File: config.mk
export PLATFORM = sky130hd
export DESIGN_NAME = cnms_front
export DESIGN_NICKNAME = d
export VERILOG_FILES = /design/src/rtl/cnms_pkg.sv /design/src/rtl/cnms_front.sv
export SDC_FILE = /design/constraint.sdc
export NUM_CORES = 1
export LEC_CHECK = 0
export ABC_AREA = 0
export BUFFER_PORTS_ARGS = -buffer_cell sky130_fd_sc_hd__clkbuf_2
export CORE_MARGIN = 1
export CORE_UTILIZATION = 70
export CTS_BUF_LIST = sky130_fd_sc_hd__clkbuf_8
export CTS_CLUSTER_DIAMETER = 40
export CTS_CLUSTER_SIZE = 24
export DETAILED_ROUTE_END_ITERATION = 8
export GPL_TIMING_DRIVEN = 0
export PLACE_DENSITY = 0.95
export SLEW_MARGIN = 20
export SYNTH_ARGS = -nofsm -noshare
export SYNTH_HDL_FRONTEND = slang
export SYNTH_SLANG_ARGS = --single-unit
File: constraint.sdc
create_clock -name clk -period 14.25 [get_ports clk]
set_input_delay 1.425 -clock clk [delete_from_list [all_inputs] [get_ports clk]]
set_output_delay 1.425 -clock clk [all_outputs]
set_load 0.03 [all_outputs]
File: src/rtl/cnms_pkg.sv
// shared types and constants for canny non-maximum suppression
package cnms_pkg;
  localparam int MaxWidth = 1024;
  localparam int MaxHeight = 1024;
  localparam int ColW = $clog2(MaxWidth);
  localparam int RowW = $clog2(MaxHeight);
  localparam int MagW = 11;
  localparam int GradW = 11;
  localparam int QDepth = 4;
  localparam int QAw = 2;

  localparam logic [0:0] RegFrameWidth = 1'b0;
  localparam logic [0:0] RegFrameHeight = 1'b1;

  typedef enum logic [1:0] {
    DIR_HORZ = 2'd0,
    DIR_DIAG_DOWN = 2'd1,
    DIR_VERT = 2'd2,
    DIR_DIAG_UP = 2'd3
  } dir_t;

  // classified item handed from front to back
  typedef struct packed {
    logic [MagW-1:0] mag;
    dir_t dir;
    logic [ColW-1:0] col;
    logic col_ok;
    logic emit;
    logic border;
    logic last;
  } pix_t;
endpackage

File: src/rtl/cnms_front.sv
// front end: magnitude by iterative square root, direction, raster position
module cnms_front (
  input  logic                         clk,
  input  logic                         rst,
  input  logic                         in_valid,
  output logic                         in_ready,
  input  logic signed [10:0]           grad_x,
  input  logic signed [10:0]           grad_y,
  input  logic [10:0]                  frame_width,
  input  logic [10:0]                  frame_height,
  output logic                         q_valid,
  input  logic                         q_ready,
  output cnms_pkg::pix_t               q_item
);
  typedef enum logic [2:0] {
    S_IDLE = 3'b001,
    S_ROOT = 3'b010,
    S_DONE = 3'b100
  } state_t;

  state_t state;
  logic [21:0] rem;
  logic [10:0] root;
  logic [3:0] step;
  cnms_pkg::pix_t item;
  logic [cnms_pkg::ColW:0] col;
  logic [cnms_pkg::RowW:0] row;
  logic [10:0] wlim, hlim;
  logic [10:0] ax, ay;
  logic [20:0] ax_sq, ay_sq;
  logic [19:0] lhs, lo_rhs, hi_rhs;
  cnms_pkg::dir_t dir;
  logic [13:0] trial;
  logic [21:0] trial_w;

  always_comb begin
    wlim = frame_width < 11'd3 ? 11'd3 :
           (frame_width > 11'(cnms_pkg::MaxWidth) ? 11'(cnms_pkg::MaxWidth) : frame_width);
    hlim = frame_height < 11'd3 ? 11'd3 :
           (frame_height > 11'(cnms_pkg::MaxHeight) ? 11'(cnms_pkg::MaxHeight) : frame_height);
    ax = grad_x[10] ? 11'(-grad_x) : 11'(grad_x);
    ay = grad_y[10] ? 11'(-grad_y) : 11'(grad_y);
    ax_sq = 21'(ax * ax);
    ay_sq = 21'(ay * ay);
    lhs = {1'b0, ay, 8'd0};
    lo_rhs = 20'(ax * 11'd106);
    hi_rhs = 20'(ax * 11'd618);
    if (lhs < lo_rhs) begin
      dir = cnms_pkg::DIR_HORZ;
    end else if (lhs >= hi_rhs) begin
      dir = cnms_pkg::DIR_VERT;
    end else if (grad_x[10] == grad_y[10]) begin
      dir = cnms_pkg::DIR_DIAG_DOWN;
    end else begin
      dir = cnms_pkg::DIR_DIAG_UP;
    end
    // one result bit per cycle, restoring method
    trial = {root, 2'b01} | 14'd0;
    trial_w = 22'(trial) << (2 * step);
  end

  assign in_ready = (state == S_IDLE);
  assign q_valid = (state == S_DONE);
  always_comb begin
    q_item = item;
    q_item.mag = root;
  end

  always_ff @(posedge clk) begin
    if (rst) begin
      state <= S_IDLE;
      col <= '0;
      row <= '0;
    end else begin
      case (state)
        S_IDLE: begin
          if (in_valid) begin
            rem <= 22'(ax_sq) + 22'(ay_sq);
            root <= '0;
            step <= 4'd10;
            item.dir <= dir;
            item.col <= col[cnms_pkg::ColW-1:0];
            item.col_ok <= (col < (cnms_pkg::ColW+1)'(cnms_pkg::MaxWidth));
            item.emit <= (row != '0) && (col != '0);
            item.border <= (row <= 1) || (col <= 1);
            item.last <= (11'(row) == hlim - 11'd1) && (11'(col) == wlim - 11'd1);
            item.mag <= '0;
            if (11'(col) + 11'd1 >= wlim) begin
              col <= '0;
              row <= (11'(row) + 11'd1 >= hlim) ? '0 : row + 1'b1;
            end else begin
              col <= col + 1'b1;
            end
            state <= S_ROOT;
          end
        end
        S_ROOT: begin
          if ((rem >> (2 * step)) >= 22'(trial)) begin
            rem <= rem - trial_w;
            root <= {root[9:0], 1'b1};
          end else begin
            root <= {root[9:0], 1'b0};
          end
          if (step == 4'd0) begin
            state <= S_DONE;
          end else begin
            step <= step - 4'd1;
          end
        end
        S_DONE: begin
          if (q_ready) begin
            state <= S_IDLE;
          end
        end
        default: state <= S_IDLE;
      endcase
    end
  end
endmodule

# After elaboration in Yosys (flattened, before gate mapping)
# Cells that the tools add are included.
dict set report totals {
  rom_bits 0
  latch_bits 0
  input_bits 48
  ramBits 0
  regBits 78
  mem_count 0
  wordCells 90
  output_inout_bits 29
}
dict set report op_classes {
  eq_ne 11
  magnitude_cmp 12
  n_div 0
  n_reduce_logical 15
  mul 4
  n_shift 2
  bitwise_logic 1
  add_sub_neg 9
  n_mux 23
}
# op n
set op_table {}
lappend op_table {{$mux W11} 9}
lappend op_table {{$mux W22} 2}
lappend op_table {{$pmux W22 S2} 1}
lappend op_table {{$mul A11 B11 Y21} 2}
lappend op_table {{$add A11 B1 Y11 const B} 2}
lappend op_table {{$add A21 B21 Y22} 1}
lappend op_table {{$eq A11 B11 Y1} 2}
lappend op_table {{$ge A11 B11 Y1} 2}
lappend op_table {{$ge A22 B13 Y1} 1}
lappend op_table {{$gt A11 B11 Y1 const B} 2}
lappend op_table {{$le A11 B1 Y1 const B} 2}
lappend op_table {{$lt A11 B2 Y1 const B} 2}
lappend op_table {{$neg A11 Y11} 2}
lappend op_table {{$pmux W11 S2} 1}
lappend op_table {{$reduce_bool A11 Y1} 2}
lappend op_table {{$shl A13 B5 Y22} 1}
lappend op_table {{$shr A22 B5 Y22} 1}
lappend op_table {{$sub A11 B1 Y11 const B} 2}
lappend op_table {{$sub A22 B22 Y22} 1}
lappend op_table {{$ge A19 B20 Y1} 1}
lappend op_table {{$lt A19 B18 Y1} 1}
lappend op_table {{$mul A11 B9 Y19 const B} 1}
lappend op_table {{$mul A11 B6 Y17 const B} 1}
lappend op_table {{$reduce_and A3 Y1} 4}
lappend op_table {{22 further kinds} 31}

# Depth between registers and ports, before layout
# Gate-level depths: netlist (run 1).
dict set report depth {
  ltp_word 6
  ltp_mapped 34
}

# Worst setup path after synthesis (run 1)
# Ideal clock, no wire load.
dict set report synth_path {
  path_kind {input to register}
  startpoint {input grad_x[0]}
  endpoint {register rem[21] (data pin)}
  cell_stages 31
  required_ns 13.977
  path_slack_ns 5.811
  arrival_time_ns 8.166
  n_path_buf 0
  cell_sequence {inv_1 > ha_1 > nand2_1 > or3_1 > nor4b_4 > inv_1 > nor2_1 > inv_1 > fa_1 > fa_1 > inv_1 > fa_1 > fa_1 > inv_1 > fa_1 > inv_1 > ha_1 > nand3_1 > a211o_1 > nand2_1 > nor2_1 > xnor2_1 > ha_1 > a21o_1 > a21o_1 > a21oi_1 > a311oi_1 > a21oi_1 > o21ai_1 > nor4_1 > a211oi_1}
}
dict set report synth_via {
  elab_chain_cells 6
}
# item line_no
set synth_rtl {}
lappend synth_rtl {{start, declared} cnms_front.sv:7} ;# input logic signed [10:0] grad_x,
lappend synth_rtl {{$neg A11 Y11} cnms_front.sv:41} ;# ax = grad_x[10] ? 11'(-grad_x) : 11'(grad_x);
lappend synth_rtl {{$mux W11 *} cnms_front.sv:41}
lappend synth_rtl {{$mul A11 B11 Y21 *} cnms_front.sv:43} ;# ax_sq = 21'(ax * ax);
lappend synth_rtl {{$add A21 B21 Y22 *} cnms_front.sv:78} ;# rem <= 22'(ax_sq) + 22'(ay_sq);
lappend synth_rtl {{$mux W22 *} cnms_front.sv:77} ;# if (in_valid) begin
lappend synth_rtl {{$pmux W22 S2 *} cnms_front.sv:75} ;# case (state)
lappend synth_rtl {{end signal, assigned} cnms_front.sv:78}
lappend synth_rtl {{end signal, assigned} cnms_front.sv:99} ;# rem <= rem - trial_w;
lappend synth_rtl {{end, declared} cnms_front.sv:22} ;# logic [21:0] rem;
# Every way passes the cells marked *; elsewhere a longest branch is shown, timed or not. The select of a mux whose other input is x is not followed.
# A chain may end at the register's enable or synchronous reset.

# Worst setup path in the final report (run 1)
dict set report layout_path {
  startpoint {input grad_x[0]}
  endpoint {register rem[20] (data pin)}
}
# Same word-level chain as after synthesis.

==> results.toml, run 1 <==
[synthesis]
synth_top_cell_area_share = 0.202
synthArstFlopShare = 0
netlist_instances = 2103
synth-main-ff-cell = "edfxtp_1"
synthTopCellsByCount = "inv_1, ha_1, fa_1, nor2_1, nand2_1"
synth.distinct_cells = 80
yosysMostFrequentCell = "inv_1"
yosysSeqAreaShare = 0.117
avgSynthCellArea_sq_um = 8.47
synth_area_leaders = "ha_1, fa_1, edfxtp_1"
synth_edf_count = 53
synth_area_sq_mm = 0.0178
ys_seq_elements = 78
yosys.area.top_type = "ha_1"
yosysWarnings = 0

[clock_tree]
cts_hold_buf = 0
clk_pin_slew_worst_paths_ns = 0.10
cts_buffer_depth = 2
htree_levels = 3
cts_buffers = 9
numClockSinks = 78
postCtsSetupRepairBufs = 0
cts_resized = 0
clock_latency_ns = 0.38
cts_tree = "yes"
clock-root-buffer = "clkbuf_8"

[timing]
fin_ws_ns = 4.28
slew_headroom = 0.291
finalSetupViolations = 0
hold_viol = 0
period_needed_ns = 9.97
fin_crit_sh = 0.700
slew_violations = 0
final.setup.tns_ns = 0
fmax_ghz = 0.100
tightest_slew_ns = 1.05
rsz0062_at_grt = "no"
skew_ns = 0.0135

[placement]
pre_cts_slack_ns = 3.64
port_buffers = 75
place_hpwl_mm = 39.5
gp_congestion = 1.00

[route]
antenna_left = 0
drc = 0
drtPass1Iterations = 6
vias = 15800
wirelength_mm = 48.0
drt_iter0_drc = 1699
wire_per_inst_microns = 18.9
drt-vias-per-instance = 6.20

[global_routing]
grt_max_degree = 23
grt_pass1_wl_mm = 78.5
grt_pass1_vias = 16400
antenna_found_initial = 1
gr-total-overflow = 0
grt_usage = 0.376

[status]
status = "finished, final reports clean"

[critical_path]
crit_required_ns = 14.39
cp_slowest_cell = "xor2_2"
crit_top_cell = "fa_1"
crit_path_start = "grad_x[0]"
cp-end-kind = "flop"
cp-endpoint = "rem[20]"
startpoint_type = "primary input"
rr_endpoint = "rem[16]"
critPathArrivalTime_ns = 10.11
cp_max_fo = 13
critPathMaxStageDelay_ns = 0.61
reg2reg_depth = 15
rrSetupSlack_ns = 9.63
r2r_start = "step[1]"
critical_path_class = "in -> reg"

[layout]
area_delta_synth_final_pct = 6.46
diodes = 0
fin_nets = 2713
drive_gt1_frac = 0.0687

[min_path]
hp-class = "reg -> reg"
hold_path_depth = 0

[die]
die_width_microns = 162
coreArea_sq_mm = 0.0250
io-pin-count = 77
start_util = 0.711
die-height_microns = 162
rows = 58
dieArea_sq_mm = 0.0261

[run]
cap_violations = 0
## kinds of logic (layout without fill, tap and decap cells)
logic type      count (synthesis)  after routing  share of synthesized area
compound gates                395            395                      0.145
xor+xnor                      167            167                     0.0821
flops                          78             78                      0.117
buf+inv                       426            520                     0.0915
other cells                     2             17                   0.000422
simple gates                  539            539                      0.146
fa+ha+maj                     458            458                      0.393
mux                            38             38                     0.0238
## flip-flops by register name (all words and copies together) (netlist names)
signal  cells
col        11
q_item     16
rem        22
root       11
row        11
state       3
step        4
## critical path: cells and delay by family
kind / cells / cell delay, ns
AOI/OAI and AO/OA: 7 / 1.88
xor gates and xnor gates: 3 / 1.20
adders and majority gates: 7 / 3.40
buffers and inverters: 5 / 1.18
muxes: 1 / 0.11
and+or+nand+nor: 6 / 0.89
## per-layer routing
metal / wire length [microns] / global-route usage
met1: 18200 / 0.436
met2: 23600 / 0.660
met3: 3300 / 0.0537
met4: 2850 / 0.220
met5: 0 / 0
## worst min-delay path by stage
stage	startpoint	end
floorplan	col[7]	q_item[11]
global placement	col[9]	q_item[13]
detailed placement	col[4]	q_item[8]
CTS	col[5]	q_item[9]
global route	col[5]	q_item[9]
finish	col[3]	q_item[7]
## final cells by class
class                      instances  area (sq um)
fill                            1688          6070
multi-input combinational       1614         14200
timing repair buffer              78           403
inverter                         375          1410
buffer                            51           223
sequential                        78          2090
clock inverter                     7          65.1
clock buffer                       9           124
tap                              330           413
## metrics by stage
| stage | area [sq um] | instances | util | hold slack, ns |
|---|---|---|---|---|
| floorplan | 17900 | 2118 | - | 0.406 |
| detailed placement | 18700 | 2526 | 0.748 | 0.418 |
| CTS | 18900 | 2542 | 0.756 | 0.443 |
| finish | 19000 | 2542 | 0.757 | 0.446 |
| global route | 19000 | 2542 | 0.757 | 0.453 |
| global placement | 18700 | 2523 | 0.745 | 0.409 |
## cells in the final DEF, fill, tap and decap left out, drive strengths merged, types with 11 or more instances in the layout
cell	n
o21a	27
and2	25
edfxtp	53
a21oi	102
ha	288
fa	170
o211ai	11
dfxtp	25
nor2	159
and3	19
buf	18
or3	13
o21ai	102
nand4	12
nand2	146
nand3	40
xnor2	106
mux2i	30
a31oi	12
xor2	61
nor2b	22
nor3	40
o31ai	12
nor4	15
conb	17
o21bai	13
a211oi	15
inv	376
nand2b	20
clkbuf	120
a21o	26
Power of run 1 is not shown: default switching activity piles up to over one toggle a cycle in this logic, so the estimate is an artifact.
==> run 2: changes to the inputs <==
Settings changed: ABC_AREA 0 to 1, CORE_UTILIZATION 70 to 66, PLACE_DENSITY 0.95 to 0.91.
Clock period 14.25 ns to 9.5 ns, I/O delays scaled along.
==> run 2 against run 1 <==
Net effect:
- critical path depth grew 7
- largest cell class unchanged
- count of clock-buffer cells in the layout is the same
- final area grew 2.0%
- routed wire length grew 2.6%
- cell count grew 15%
- synthesized area grew 2.5%
- sequential share of layout area shrank 0.22 points
- hold slack lost 0.0033 ns
- first-iteration DRC count shrank 23%
==> results.toml, run 2 <==
[synthesis]
synth.distinct_cells = 62
synth_edf_count = 53
avgSynthCellArea_sq_um = 7.33
synthTopCellsByCount = "inv_1, nand2_1, ha_1, nor2_1, a21oi_1"
yosys.area.top_type = "ha_1"
yosysSeqAreaShare = 0.115
synth_area_sq_mm = 0.0182
yosysMostFrequentCell = "inv_1"
synth-main-ff-cell = "edfxtp_1"
synth_area_leaders = "ha_1, fa_1, inv_1"
synth_top_cell_area_share = 0.197
ys_seq_elements = 78
yosysWarnings = 0
netlist_instances = 2488
synthArstFlopShare = 0

[critical_path]
cp_max_fo = 9
crit_top_cell = "nand2_1"
path_delay_family = "adder cells"
critical_path_class = "in -> reg"
critPathBufInv = 6
startpoint_type = "primary input"
crit_required_ns = 9.75
critPathArrivalTime_ns = 9.22
cp-end-kind = "flop"
cp_slowest_cell = "xor2_1"
critPathMaxStageDelay_ns = 0.87

[timing]
skew_ns = 0.0166
slew_violations = 0
tightest_slew_ns = 1.11
finalSetupViolations = 0
slew_headroom = 0.258
period_needed_ns = 8.98
hold_viol = 0
rsz0062_at_grt = "no"
final.setup.tns_ns = 0
fmax_ghz = 0.111
fin_crit_sh = 0.945

[route]
drtPass1Iterations = 6
wire_per_inst_microns = 16.8
drt_iter0_drc = 1307
drc = 0
antenna_left = 0
vias = 17100
wirelength_mm = 49.2
drt-vias-per-instance = 5.84

[clock_tree]
clk_pin_slew_worst_paths_ns = 0.09
cts_tree = "yes"
clock_latency_ns = 0.38
postCtsSetupRepairBufs = 0
htree_levels = 3
cts_buffer_depth = 2
clock-root-buffer = "clkbuf_8"
numClockSinks = 78
cts_hold_buf = 0
cts_buffers = 9

[die]
coreArea_sq_mm = 0.0270
die_width_microns = 168
rows = 60
dieArea_sq_mm = 0.0283
die-height_microns = 168
start_util = 0.675
io-pin-count = 77

[layout]
stdcell_count = 2936
area_delta_synth_final_pct = 6.00
drive_gt1_frac = 0.0620
largest_reg_flops = 22
final_cell_mix = "inv_1, nand2_1, ha_1"
fin_nets = 3096
diodes = 0
regMostFlops = "rem"
final_common_cell = "inv_1"
final_cell_area_sq_mm = 0.0193

[global_routing]
grt_usage = 0.356
global_route.usage.met2 = 0.652
grt_pass1_vias = 17300
grt_pass1_wl_mm = 81.1
antenna_found_initial = 1
grt_util_met1 = 0.414
grt_max_degree = 23
grtUsageMet3 = 0.0315
gr-total-overflow = 0
busiest_layer = "met2"

[status]
status = "finished, final reports clean"

[placement]
gp_congestion = 1.01
dp.cells = 2920
port_buffers = 74
place_area_sq_mm = 0.0191
place_hpwl_mm = 41.7

[run]
cap_violations = 0

[min_path]
hp-class = "reg -> reg"
[run 2: cell types whose count changed after synthesis, sizes merged, moves of 24 or more]
cell,delta
o21ai,+48
nand2,+302
nand3,+58
inv,+150
o21a,-24
nor2,+56
a21oi,+72
mux2i,-26
xnor2,-75
[run 2: final cells by class]
type,count,area [sq um]
clock inverter,7,73.8
clock buffer,9,124
buffer,35,151
timing repair buffer,76,397
tap,341,427
multi-input combinational,1864,14100
fill,2216,7680
inverter,526,1980
sequential,78,2090
[run 2: worst paths after layout]
kind                                 from         to  slack (ns)  depth (start not counted)
worst max-delay path            grad_x[0]    rem[21]        0.52                         36
worst min-delay path               col[2]  q_item[6]        0.44                          0
worst max register to register    step[1]    rem[21]        5.28                         19
worst min register to register     col[2]  q_item[6]        0.44                          0
[run 2: kinds of logic after synthesis]
kind of cell | after synthesis | synth area share
AOI/OAI and AO/OA | 419 | 0.129
and+or+nand+nor | 853 | 0.199
other | 2 | 0.000412
muxes | 5 | 0.00281
xor gates and xnor gates | 112 | 0.0542
adders and majority gates | 458 | 0.384
DFF | 78 | 0.115
buffers and inverters | 561 | 0.116
[run 2: worst register-to-register path: cells and delay by family (launching register included)]
family          cells  cell delay (ns)
buf+inv             5             1.14
fa+ha+maj           3             0.92
compound gates      1             0.11
flops               1             0.37
simple gates       10             1.44
[run 2: timing repair]
action / 4_1_cts / 5_1_grt
resized for setup: 0 / 8
hold endpoints to repair: 0 / 0
endpoints found under the setup margin: 0 / 4
[run 2: metrics by stage]
step / hold WS [ns] / utilization / setup slack [ns]
2_1_floorplan: 0.403 / - / 1.60
3_3_place_gp: 0.434 / 0.707 / 0.148
3_5_place_dp: 0.420 / 0.708 / 0.101
4_1_cts: 0.443 / 0.715 / 0.463
5_1_grt: 0.469 / 0.716 / 0.0278
6_report: 0.442 / 0.716 / 0.524
[run 2: routing by layer]
layer,vias up,wire (microns)
met2,700,24500
met4,0,2710
met1,8069,19300
li1,8201,-
met5,-,0
met3,178,2750
Power of run 2 is left out for the same reason.
