$ cat src/rtl/cnms_pkg.sv
// shared types and constants for canny non-maximum suppression
package cnms_pkg;
  localparam int MaxWidth = 1024;
  localparam int MaxHeight = 1024;
  localparam int ColW = $clog2(MaxWidth);
  localparam int RowW = $clog2(MaxHeight);
  localparam int MagW = 11;
  localparam int GradW = 11;
  localparam int QDepth = 4;
  localparam int QAw = 2;

  localparam logic [0:0] RegFrameWidth = 1'b0;
  localparam logic [0:0] RegFrameHeight = 1'b1;

  typedef enum logic [1:0] {
    DIR_HORZ = 2'd0,
    DIR_DIAG_DOWN = 2'd1,
    DIR_VERT = 2'd2,
    DIR_DIAG_UP = 2'd3
  } dir_t;

  // classified item handed from front to back
  typedef struct packed {
    logic [MagW-1:0] mag;
    dir_t dir;
    logic [ColW-1:0] col;
    logic col_ok;
    logic emit;
    logic border;
    logic last;
  } pix_t;
endpackage

$ cat src/rtl/cnms_queue.sv
// short fifo between front and back
module cnms_queue (
  input  logic           clk,
  input  logic           rst,
  input  logic           in_valid,
  output logic           in_ready,
  input  cnms_pkg::pix_t in_item,
  output logic           out_valid,
  input  logic           out_ready,
  output cnms_pkg::pix_t out_item
);
  cnms_pkg::pix_t slots [cnms_pkg::QDepth];
  logic [cnms_pkg::QAw-1:0] wp, rp;
  logic [cnms_pkg::QAw:0] cnt;
  logic push, pop;

  assign in_ready = (cnt != (cnms_pkg::QAw+1)'(cnms_pkg::QDepth));
  assign out_valid = (cnt != '0);
  assign out_item = slots[rp];
  assign push = in_valid && in_ready;
  assign pop = out_valid && out_ready;

  always_ff @(posedge clk) begin
    if (push) begin
      slots[wp] <= in_item;
    end
    if (rst) begin
      wp <= '0;
      rp <= '0;
      cnt <= '0;
    end else begin
      if (push) wp <= wp + 1'b1;
      if (pop) rp <= rp + 1'b1;
      cnt <= cnt + (cnms_pkg::QAw+1)'(push) - (cnms_pkg::QAw+1)'(pop);
    end
  end
endmodule

$ cat config.mk
export PLATFORM = sky130hd
export DESIGN_NAME = cnms_queue
export DESIGN_NICKNAME = d
export VERILOG_FILES = /design/src/rtl/cnms_pkg.sv /design/src/rtl/cnms_queue.sv
export SDC_FILE = /design/constraint.sdc
export NUM_CORES = 1
export LEC_CHECK = 0
export ABC_AREA = 0
export BUFFER_PORTS_ARGS = -buffer_cell sky130_fd_sc_hd__buf_2
export CAP_MARGIN = 20
export CELL_PAD_IN_SITES_DETAIL_PLACEMENT = 1
export CELL_PAD_IN_SITES_GLOBAL_PLACEMENT = 1
export CORE_ASPECT_RATIO = 2
export CORE_UTILIZATION = 45
export DETAILED_ROUTE_END_ITERATION = 7
export GPL_TIMING_DRIVEN = 0
export HOLD_SLACK_MARGIN = 0.03
export MAX_ROUTING_LAYER = met4
export PLACE_DENSITY_LB_ADDON = 0.1
export SLEW_MARGIN = 10
export SYNTH_ARGS = -nofsm -noshare
export SYNTH_HDL_FRONTEND = slang
export SYNTH_SLANG_ARGS = --single-unit
$ cat constraint.sdc
create_clock -name clk -period 3 [get_ports clk]
set_input_delay 0 -clock clk [delete_from_list [all_inputs] [get_ports clk]]
set_output_delay 0 -clock clk [all_outputs]
set_load 0.02 [all_outputs]
# Word level (Yosys, flattened, before mapping)
# Memories as Yosys holds them, arrays and structs flattened. A register that Yosys moved wholly into a read port is not among the register bits.
# Cells that the tools add are included.
dict set report classes {
  reduce_logical 3
  eq_ne 1
  add_sub_neg 4
  mux 4
}
# op count
set op_table {}
lappend op_table {{adder 2 x 1 -> 2 bit (second input constant)} 2}
lappend op_table {{2-to-1 mux 2 bit} 2}
lappend op_table {{adder 3 x 1 -> 3 bit} 1}
lappend op_table {{inequality test 3 bit (second input constant)} 1}
lappend op_table {{nonzero test 3 bit} 1}
lappend op_table {{subtractor 3 x 1 -> 3 bit} 1}
lappend op_table {{logical AND 1 bit} 2}
lappend op_table {{2-to-1 mux 1 bit} 2}
dict set report totals {
  out_inout_bits 29
  in_bits 31
  mem_bits_rw 108
  register_bits 7
  n_memories 1
}
# memory words word_bits read_ports rd_clocked_by_memory_dff write_ports line_no
set mem_list {}
lappend mem_list {slots 4 27 1 1 1 cnms_queue.sv:12} ;# cnms_pkg::pix_t slots [cnms_pkg::QDepth];

# Depth between registers and ports, before layout
# Gate-level depths: netlist of the first run.
dict set report logic_depth {
  word_depth 4
  ltp_mapped 11
  depth_no_buf 11
}

# Worst setup path after synthesis of the first run
# No wires, ideal clock.
dict set report synth_path {
  path_kind {flip-flop to flip-flop}
  start {reg cnt[1] (netlist bit)}
  end {reg cnt[2] (netlist bit)}
  setup_ns 0.078
  arrival_time_ns 2.054
  t_required_ns 2.922
  synth_period_minus_slack_ns 2.132
  path_stages_with_launch 12
  setup_slack_ns 0.868
  n_path_buf 0
  path_cell_list {dfxtp_1 nor2_1 a21boi_2 inv_1 ha_1 inv_1 ha_1 inv_1 fa_1 xor2_1 and2_1 nor3_1}
}
dict set report synth_between {
  elab_chain_len 4
  word_cells_on_any_way 6
  classes_between {add/sub: 2; eq/ne: 1; reduce/logical: 3}
}
# item line_no
set synth_rtl {}
lappend synth_rtl {{start: declaration} cnms_queue.sv:14} ;# logic [cnms_pkg::QAw:0] cnt;
lappend synth_rtl {{start signal: assignment} cnms_queue.sv:34} ;# cnt <= cnt + (cnms_pkg::QAw+1)'(push) - (cnms_pkg::QAw+1)'(pop);
lappend synth_rtl {{inequality test 3 bit} cnms_queue.sv:17} ;# assign in_ready = (cnt != (cnms_pkg::QAw+1)'(cnms_pkg::QDepth));
lappend synth_rtl {{logical AND 1 bit} cnms_queue.sv:20} ;# assign push = in_valid && in_ready;
lappend synth_rtl {{adder 3 x 1 -> 3 bit} cnms_queue.sv:34}
lappend synth_rtl {{subtractor 3 x 1 -> 3 bit *} cnms_queue.sv:34}
# Mark *: on every way between the ends. The rest lies on a longest branch, timed or not.
# A chain may end at the register's enable or synchronous reset.

# Final worst setup path of the first run
# Ends and elaborated chain as after synthesis.

==> impl_metrics.py, run 1 <==
metrics = {
    "status": {
        "status": "complete, no violations",
    },
    "grt": {
        "met3_usage_pct": 5.45,
        "grt_overflow_total": 0,
        "grt_max_degree": 28,
        "antenna_found_initial": 0,
        "grt-busiest-layer": "met2",
        "grt_pass1_wl_mm": 13.0,
        "grt_use_met1_pct": 18.3,
        "grt_usage_pct": 18.9,
        "grt_pass1_vias": 2447,
        "grt_use_met2_pct": 33.9,
    },
    "critical_path": {
        "startpoint_type": "register",
        "crit_path_end_kind": "register",
        "cp.required_ns": 3.33,
        "cp_data_arrival_time_ns": 2.68,
        "critical_path_class": "reg2reg",
        "crit_fanout": 7,
    },
    "job": {
        "cap_violations": 0,
    },
    "sta": {
        "holdWs_ns": 0.0603,
        "worst_slew_pin_slew_ns": 0.780,
        "clock.fmax_ghz": 0.425,
        "skew_ns": 0.00485,
        "rsz0062_at_grt": "false",
        "finalMaxSlewViolations": 0,
        "finalSetupViolCount": 0,
        "fin_crit_sh_pct": 78.4,
        "slew_headroom_pct": 48.0,
        "hold_violations": 0,
        "tns_ns": 0,
        "min_period_ns": 2.35,
    },
    "floorplanning": {
        "placementRows": 50,
        "dieWidth_um": 72.0,
        "initial_core_util_pct": 46.7,
        "core-area_um2": 9450,
        "die_h_um": 142,
        "die-area_um2": 10200,
        "io_pins": 60,
    },
    "final_layout": {
        "n_antenna_cell": 0,
        "syn_to_final_growth_pct": 30.2,
        "final_cells": 437,
        "drive_above_1_share_pct": 38.1,
        "final_cell_mix": "edfxtp_1 (108), buf_2 (61), dlygate4sd3_1 (28)",
        "nets": 333,
        "layout_commonest_cell": "edfxtp_1",
    },
    "routing": {
        "drt_wl_total_mm": 8.36,
        "dr.pass1.iters": 4,
        "drc_errors": 0,
        "vias": 2168,
        "drt_iter0_markers": 96,
        "wl_per_cell_um": 19.1,
        "ant_nets": 0,
        "via_per_inst": 4.96,
    },
    "synth": {
        "postSynthAreaPerCell_um2": 23.2,
        "async_flop_share_pct": 0,
        "synth_area_um2": 4410,
        "syn-num-nets": 228,
        "ys_ff_latch": 117,
        "synth_cells": 190,
        "ys_warn_count": 0,
        "synth_flop_cell": "edfxtp_1",
        "seq_area_frac_synth_pct": 77.6,
        "synth_edf_count": 108,
        "ys_types": 25,
    },
    "cts": {
        "cts.clk_slew.worst_paths_ns": 0.05,
        "cts_root_buffer": "clkbuf_16",
        "clk_latency_ns": 0.40,
        "cts_made_buffers": 17,
        "cts_tree": "yes",
        "cts_max_level": 4,
        "ctsLongestPathBuffers": 2,
        "post_cts_buffers": 0,
        "clock_sinks": 117,
    },
    "hold_path": {
        "hp-class": "in2reg",
    },
    "power_and_ir_drop": {
        "leakagePower_nw": 2.05,
        "max-vdd-ir-drop_uv": 695,
        "powerDensity_nw_per_um2": 940,
    },
    "place": {
        "io_buffers": 58,
        "gp_congestion": 0.683,
        "placed_cells": 378,
        "hpwlAfterDp_mm": 4.93,
    },
}
metal layers:
metal  wire length, um  up-vias
met1              3120     1109
met5                 0        -
met3               262       12
li1                  -      996
met4               148        0
met2              4830       51
path summary, 6_finish.rpt:
| path | start | to | slack, ns | cells past startpoint |
|---|---|---|---|---|
| setup / recovery | cnt[1] | cnt[2] | 0.65 | 11 |
| hold reg to reg | rp[1] | rp[1] | 0.54 | 2 |
| hold / removal | in_valid | wp[1] | 0.06 | 3 |
| setup reg to reg | cnt[1] | cnt[2] | 0.65 | 11 |
final cells by class:
| class | instances | area, um2 |
|---|---|---|
| plain buffers | 7 | 70.1 |
| clock buffers | 18 | 429 |
| clock inverters | 13 | 164 |
| fillers | 831 | 3700 |
| inverters | 5 | 18.8 |
| multi-input cells | 61 | 906 |
| flip-flops and latches | 117 | 3420 |
| well taps | 130 | 163 |
| repair buffers | 86 | 571 |
per-stage QoR:
| step | power [mW] | utilization, % | worst slack [ns] | cell area, um2 |
|---|---|---|---|---|
| detailed placement | 3.41 | 51.6 | 0.649 | 4870 |
| CTS | 5.49 | 60.8 | 0.621 | 5740 |
| floorplan | 3.01 | - | 0.868 | 4410 |
| global placement | 3.38 | 51.5 | 0.435 | 4870 |
| global route | 5.64 | 60.8 | 0.417 | 5740 |
| finish | 5.40 | 60.8 | 0.647 | 5740 |
logic make-up (layout without fill, tap and decap cells):
group,Yosys count,count (layout),synth area share (%)
AND/OR/NAND/NOR,19,19,2.15
XOR/XNOR,3,3,0.596
adder cells (fa/ha/maj),7,7,2.15
flip-flops,117,117,77.6
buffers and inverters,12,129,2.01
multiplexers,29,29,14.9
AO/OA/AOI/OAI,3,3,0.652
report_power, final:
part           switching, mW  internal (mW)
sequential            0.0788           2.01
combinational          0.712          0.564
clock                  0.666           1.36
cell usage after synthesis (all sizes together), types with 2 or more instances:
| cell type | n | share of area, % |
|---|---|---|
| nand2b | 2 | 0.28 |
| dfxtp | 9 | 4.1 |
| buf | 6 | 1.5 |
| inv | 5 | 0.43 |
| xor2 | 2 | 0.40 |
| ha | 6 | 1.7 |
| mux4 | 27 | 14 |
| and2 | 5 | 0.71 |
| edfxtp | 108 | 73 |
| nor2 | 8 | 0.68 |
state kept, by name, indices dropped and copies added, names as in the netlist, named ones only:
| register | cells |
|---|---|
| rp | 2 |
| wp | 2 |
| slots | 108 |
| cnt | 3 |
timing repair:
item                      4_1_cts  5_1_grt
hold endpoints to repair      114        0
hold buffers                   28        0
resized for setup               0        0
worst max-delay path: stages (launching register included):
cell and delay (ns):
dfxtp_1 0.46, nor2_1 0.12, a21boi_2 0.31, inv_1 0.08
ha_1 0.29, inv_1 0.05, ha_1 0.13, inv_1 0.05
fa_1 0.36, xor2_1 0.16, and2_1 0.16, nor3_1 0.11
Power figures use the tool's default switching activity.
==> run 2, diff against run 1 <==
- clock period: 3 -> 1.9 ns (I/O delays scaled with it)
==> run 2 against run 1 <==
Net effect:
- the run now ends with setup timing left
- register-to-register slack worse by 0.79 ns
- final cell count is 1.4% higher
- setup slack worse by 0.79 ns
- power is 66% higher
- combinational power is 67% higher
- clock-buffer cell count is 1 higher
- flip-flop and latch count stayed put
- largest power group is now the clock network
- clock skew is 0.0023 ns higher
==> impl_metrics.py, run 2 (same netlist as run 1, synthesis figures left out) <==
metrics = {
    "critical_path": {
        "reg2reg_to": "cnt[2]",
        "startpoint": "cnt[1]",
        "startpoint_type": "register",
        "critPathMaxStageDelay_ns": 0.35,
        "ff2ff_path_depth": 9,
        "cp.required_ns": 2.24,
        "slowest_stage": "dfxtp_4",
        "reg2reg_slack_ns": -0.15,
        "r2r-start": "cnt[1]",
        "cp_cell_sequence": "o31a_1 -> ha_1 -> inv_1 -> ha_1 -> inv_1 -> fa_2 -> xor2_2 -> and2_4 -> nor3_2",
        "crit_buf_inv": 2,
        "crit_fanout": 4,
        "cp_data_arrival_time_ns": 2.39,
        "crit_path_end_kind": "register",
        "crit_family": "adder cells",
        "critical_path_class": "reg2reg",
    },
    "sta": {
        "setup_slack_ns": -0.146,
        "finalSetupViolCount": 1,
        "worst_slew_pin_slew_ns": 0.780,
        "rsz0062_at_grt": "true",
        "hold_violations": 0,
        "fin_crit_sh_pct": 108,
        "holdWs_ns": 0.0514,
        "skew_ns": 0.00715,
        "slew_headroom_pct": 48.0,
        "finalMaxSlewViolations": 0,
        "clock.fmax_ghz": 0.489,
        "min_period_ns": 2.05,
    },
    "floorplanning": {
        "core-area_um2": 9450,
        "placementRows": 50,
        "die-area_um2": 10200,
        "io_pins": 60,
        "dieWidth_um": 72.0,
        "die_h_um": 142,
        "initial_core_util_pct": 46.7,
    },
    "place": {
        "placed_cells": 378,
        "gp_congestion": 0.650,
        "io_buffers": 58,
        "dpl-instance-area_um2": 4880,
        "hpwlAfterDp_mm": 4.95,
    },
    "grt": {
        "grt_pass1_vias": 2564,
        "grt_max_degree": 28,
        "grt_usage_pct": 20.0,
        "antenna_found_initial": 0,
        "grt_pass1_wl_mm": 13.7,
        "grt_overflow_total": 0,
    },
    "cts": {
        "cts_max_level": 4,
        "cts_root_buffer": "clkbuf_16",
        "clk_latency_ns": 0.42,
        "cts_tree": "yes",
        "cts_made_buffers": 17,
        "clock_sinks": 117,
        "ctsLongestPathBuffers": 2,
        "cts.clk_slew.worst_paths_ns": 0.05,
    },
    "final_layout": {
        "layout_commonest_cell": "edfxtp_1",
        "final_cells": 443,
        "syn_to_final_growth_pct": 33.1,
        "nets": 338,
        "reg_top3": "slots (108), cnt (3)",
        "final_cell_area_um2": 5880,
        "drive_above_1_share_pct": 40.9,
        "n_antenna_cell": 0,
        "largest_register_ffs": 108,
        "top_register": "slots",
        "final_cell_mix": "edfxtp_1 (108), buf_2 (59), dlygate4sd3_1 (29)",
    },
    "hold_path": {
        "hp-class": "in2reg",
        "holdPathEnd": "rp[1]",
        "hold_start": "out_ready",
        "min_path_cells": 4,
    },
    "routing": {
        "wl_per_cell_um": 19.7,
        "drc_errors": 0,
        "dr.pass1.iters": 4,
        "drt_wl_total_mm": 8.72,
        "vias": 2236,
        "via_per_inst": 5.05,
        "ant_nets": 0,
        "drt_iter0_markers": 57,
    },
    "job": {
        "cap_violations": 0,
    },
    "power_and_ir_drop": {
        "leakagePower_nw": 2.10,
        "powerDensity_nw_per_um2": 1530,
        "max-vdd-ir-drop_uv": 1170,
        "power_mw": 8.98,
    },
    "status": {
        "failed_checks": "setup timing",
        "status": "finished, violations left",
    },
}
## run 2: changes by cell type in the layout (fill, tap and decap cells not counted), moves of 2 or more
cell | before | now
buf_4 | 0 | 4
dfxtp_1 | 9 | 6
dfxtp_4 | 0 | 2
buf_2 | 61 | 59
clkinv_2 | 5 | 3
bufinv_16 | 4 | 6
clkbuf_4 | 0 | 2
## run 2: final cells by class
cell class	count	area, um2
inverters	5	18.8
plain buffers	7	75.1
repair buffers	91	611
multi-input cells	61	933
fillers	812	3570
well taps	130	163
clock buffers	19	433
clock inverters	13	210
flip-flops and latches	117	3430
## run 2: worst max-delay path by stage
stage | to | cells past startpoint
final | cnt[2] | 9
after global placement | slots[0][25] | 3
after global routing | cnt[2] | 9
after floorplan | cnt[2] | 11
after detailed placement | cnt[2] | 11
after CTS | cnt[2] | 9
## run 2: power breakdown
| group | total, mW | switching (mW) | internal (mW) | leakage (nW) |
|---|---|---|---|---|
| logic | 2.14 | 1.18 | 0.963 | 0.724 |
| clock network | 3.52 | 1.09 | 2.43 | 0.315 |
| registers | 3.33 | 0.130 | 3.20 | 1.06 |
| total | 8.98 | 2.39 | 6.59 | 2.10 |
## run 2: repair_timing
action                                  CTS  global route
pin swaps                                 2             2
gates resized for setup                   2             6
hold endpoints to repair                112             0
hold buffers                             29             0
buffers inserted                          3             1
endpoints found under the setup margin   14            26
## run 2: worst register-to-register path: stages, from the launching register on
cell     delay (ns)
dfxtp_4        0.35
o31a_1         0.33
ha_1           0.28
inv_1          0.06
ha_1           0.15
inv_1          0.05
fa_2           0.34
xor2_2         0.16
and2_4         0.16
nor3_2         0.09
## run 2: layer usage
layer,up-vias,global-route usage [%],wire length (um)
met3,19,6.44,424
met1,1150,19.4,3080
met5,-,-,0
li1,1007,-,-
met2,60,35.2,5020
met4,0,9.60,196
## run 2: metrics by stage
stage	TNS [ns]	util, %	worst slack [ns]
detailed placement	-0.471	51.7	-0.314
global route	-0.310	62.2	-0.252
CTS	-0.151	61.9	-0.151
global placement	-55.71	51.6	-0.545
finish	-0.146	62.2	-0.146
floorplan	-0.0672	-	-0.0672
==> run 3, diff against run 2 <==
- CELL_PAD_IN_SITES_GLOBAL_PLACEMENT: 1 -> 2
- CORE_UTILIZATION: 45 -> 40
==> run 3 against run 2 <==
Net effect:
- clock-buffer cell count rose by 2
- the run still ends with setup timing left
- worst hold slack improved by 0.042 ns
- critical endpoint unchanged
- largest cell class unchanged
- clock power fell by 1%
- sequential share of layout area rose by 0.22 points
==> impl_metrics.py, run 3 (same netlist as run 1, synthesis figures left out) <==
metrics = {
    "final_layout": {
        "drive_above_1_share_pct": 41.2,
        "final_cell_mix": "edfxtp_1 (108), buf_2 (61), dlygate4sd3_1 (28)",
        "largest_register_ffs": 108,
        "syn_to_final_growth_pct": 32.6,
        "layout_commonest_cell": "edfxtp_1",
        "top_register": "slots",
        "final_cells": 448,
        "reg_top3": "slots (108), cnt (3)",
        "nets": 336,
        "n_antenna_cell": 0,
    },
    "sta": {
        "slew_headroom_pct": 48.5,
        "clock.fmax_ghz": 0.489,
        "hold_violations": 0,
        "skew_ns": 0.0100,
        "worst_slew_pin_slew_ns": 0.772,
        "fin_crit_sh_pct": 108,
        "finalSetupViolCount": 2,
        "min_period_ns": 2.04,
        "setup_slack_ns": -0.145,
        "finalMaxSlewViolations": 0,
        "rsz0062_at_grt": "true",
    },
    "routing": {
        "vias": 2177,
        "drt_iter0_markers": 115,
        "via_per_inst": 4.86,
        "dr.pass1.iters": 4,
        "drt_wl_total_mm": 7.98,
        "drc_errors": 0,
        "ant_nets": 0,
        "wl_per_cell_um": 17.8,
    },
    "power_and_ir_drop": {
        "seqPwrFrac_pct": 37.3,
        "power_mw": 8.88,
        "power.share.clock_pct": 39.1,
        "intPower_mw": 6.58,
        "powerDensity_nw_per_um2": 1520,
        "leakagePower_nw": 2.10,
        "comb_power_share_pct": 23.5,
        "p_switching_mw": 2.30,
        "max-vdd-ir-drop_uv": 1210,
        "p_sw_share_pct": 25.9,
    },
    "floorplanning": {
        "initial_core_util_pct": 41.6,
        "die_h_um": 151,
        "die-area_um2": 11500,
        "dieWidth_um": 76.3,
        "io_pins": 60,
        "core-area_um2": 10600,
        "placementRows": 53,
    },
    "critical_path": {
        "cp_cell_sequence": "o31a_1 -> ha_1 -> inv_1 -> ha_2 -> inv_2 -> fa_2 -> xor2_1 -> and2_1 -> nor3_1",
        "slowest_stage": "dfxtp_4",
        "critical_path_class": "reg2reg",
        "crit_path_end_kind": "register",
        "crit_buf_inv": 2,
        "startpoint_type": "register",
        "cp_data_arrival_time_ns": 2.36,
        "cp.required_ns": 2.22,
        "crit_fanout": 5,
        "reg2reg_slack_ns": -0.14,
        "crit_family": "adder cells",
        "critPathMaxStageDelay_ns": 0.35,
    },
    "place": {
        "io_buffers": 58,
        "placed_cells": 385,
        "gp_congestion": 0.672,
        "hpwlAfterDp_mm": 4.84,
        "pre_cts_ws_ns": -0.318,
    },
    "cts": {
        "clock_sinks": 117,
        "ctsLongestPathBuffers": 2,
        "cts_made_buffers": 17,
        "clk_latency_ns": 0.40,
        "cts_max_level": 4,
        "cts_root_buffer": "clkbuf_16",
        "cts_tree": "yes",
        "cts.clk_slew.worst_paths_ns": 0.05,
    },
    "status": {
        "failed_checks": "setup timing",
        "status": "finished, violations left",
    },
    "job": {
        "cap_violations": 0,
    },
    "hold_path": {
        "hp-class": "in2reg",
    },
    "grt": {
        "grt_pass1_vias": 2452,
        "grt_pass1_wl_mm": 12.7,
        "grt_overflow_total": 0,
        "antenna_found_initial": 0,
        "grt_max_degree": 28,
        "grt_usage_pct": 16.0,
    },
}
run 3: cell types whose count changed in the layout (fill, tap and decap cells not counted), sizes merged:
cell / before / now
buf: 66 / 67
dlygate4sd3: 29 / 28
clkinv: 7 / 5
run 3: timing repair:
action | 4_1_cts | 5_1_grt
gates resized for setup | 2 | 4
hold buffers | 28 | 0
endpoints found under the setup margin | 110 | 73
endpoints found under the hold margin | 111 | 0
pin swaps | 3 | 2
buffers inserted | 3 | 0
run 3: per-stage QoR:
| stage | TNS (ns) | utilization [%] | area (um2) | hold slack [ns] |
|---|---|---|---|---|
| after global routing | -0.318 | 55.2 | 5850 | 0.124 |
| final | -0.149 | 55.2 | 5850 | 0.0930 |
| after CTS | -0.134 | 55.1 | 5850 | 0.0870 |
| after floorplan | -0.0672 | - | 4420 | 0.0989 |
| after detailed placement | -2.78 | 46.1 | 4890 | 0.218 |
| after global placement | -60.11 | 46.0 | 4880 | 0.210 |
run 3: layer usage:
| metal | GRT usage (%) | share of wire, % | vias to the layer above |
|---|---|---|---|
| met5 | - | 0 | - |
| met3 | 4.61 | 3.9 | 13 |
| li1 | - | - | 1003 |
| met1 | 16.2 | 40 | 1105 |
| met2 | 28.0 | 54 | 56 |
| met4 | 7.69 | 2.0 | 0 |
run 3: layout make-up:
cell class              count  area [um2]
well taps                 137         171
repair buffers             89         593
flip-flops and latches    117        3430
clock inverters            11         205
plain buffers               7        70.1
inverters                   5        18.8
multi-input cells          61         922
clock buffers              21         440
fillers                   966        4760
run 3: final timing paths:
check,startpoint,cells past startpoint,to
max,cnt[1],9,cnt[2]
min,out_ready,4,rp[1]
min reg2reg,wp[1],2,wp[1]
max reg2reg,cnt[1],9,cnt[2]
run 3: worst register-to-register path, cell delays in order (launching register included):
cell	delay, ns
dfxtp_4	0.35
o31a_1	0.32
ha_1	0.29
inv_1	0.06
ha_2	0.17
inv_2	0.04
fa_2	0.33
xor2_1	0.15
and2_1	0.16
nor3_1	0.11
run 3: power groups by stage:
stage | Sequential [mW] | Combinational [mW] | Clock, mW
2_1_floorplan | 3.32 | 1.44 | 0
3_3_place_gp | 3.36 | 2.01 | 0
3_5_place_dp | 3.37 | 2.04 | 0
4_1_cts | 3.32 | 2.14 | 3.54
5_1_grt | 3.35 | 2.26 | 3.65
6_report | 3.31 | 2.09 | 3.47
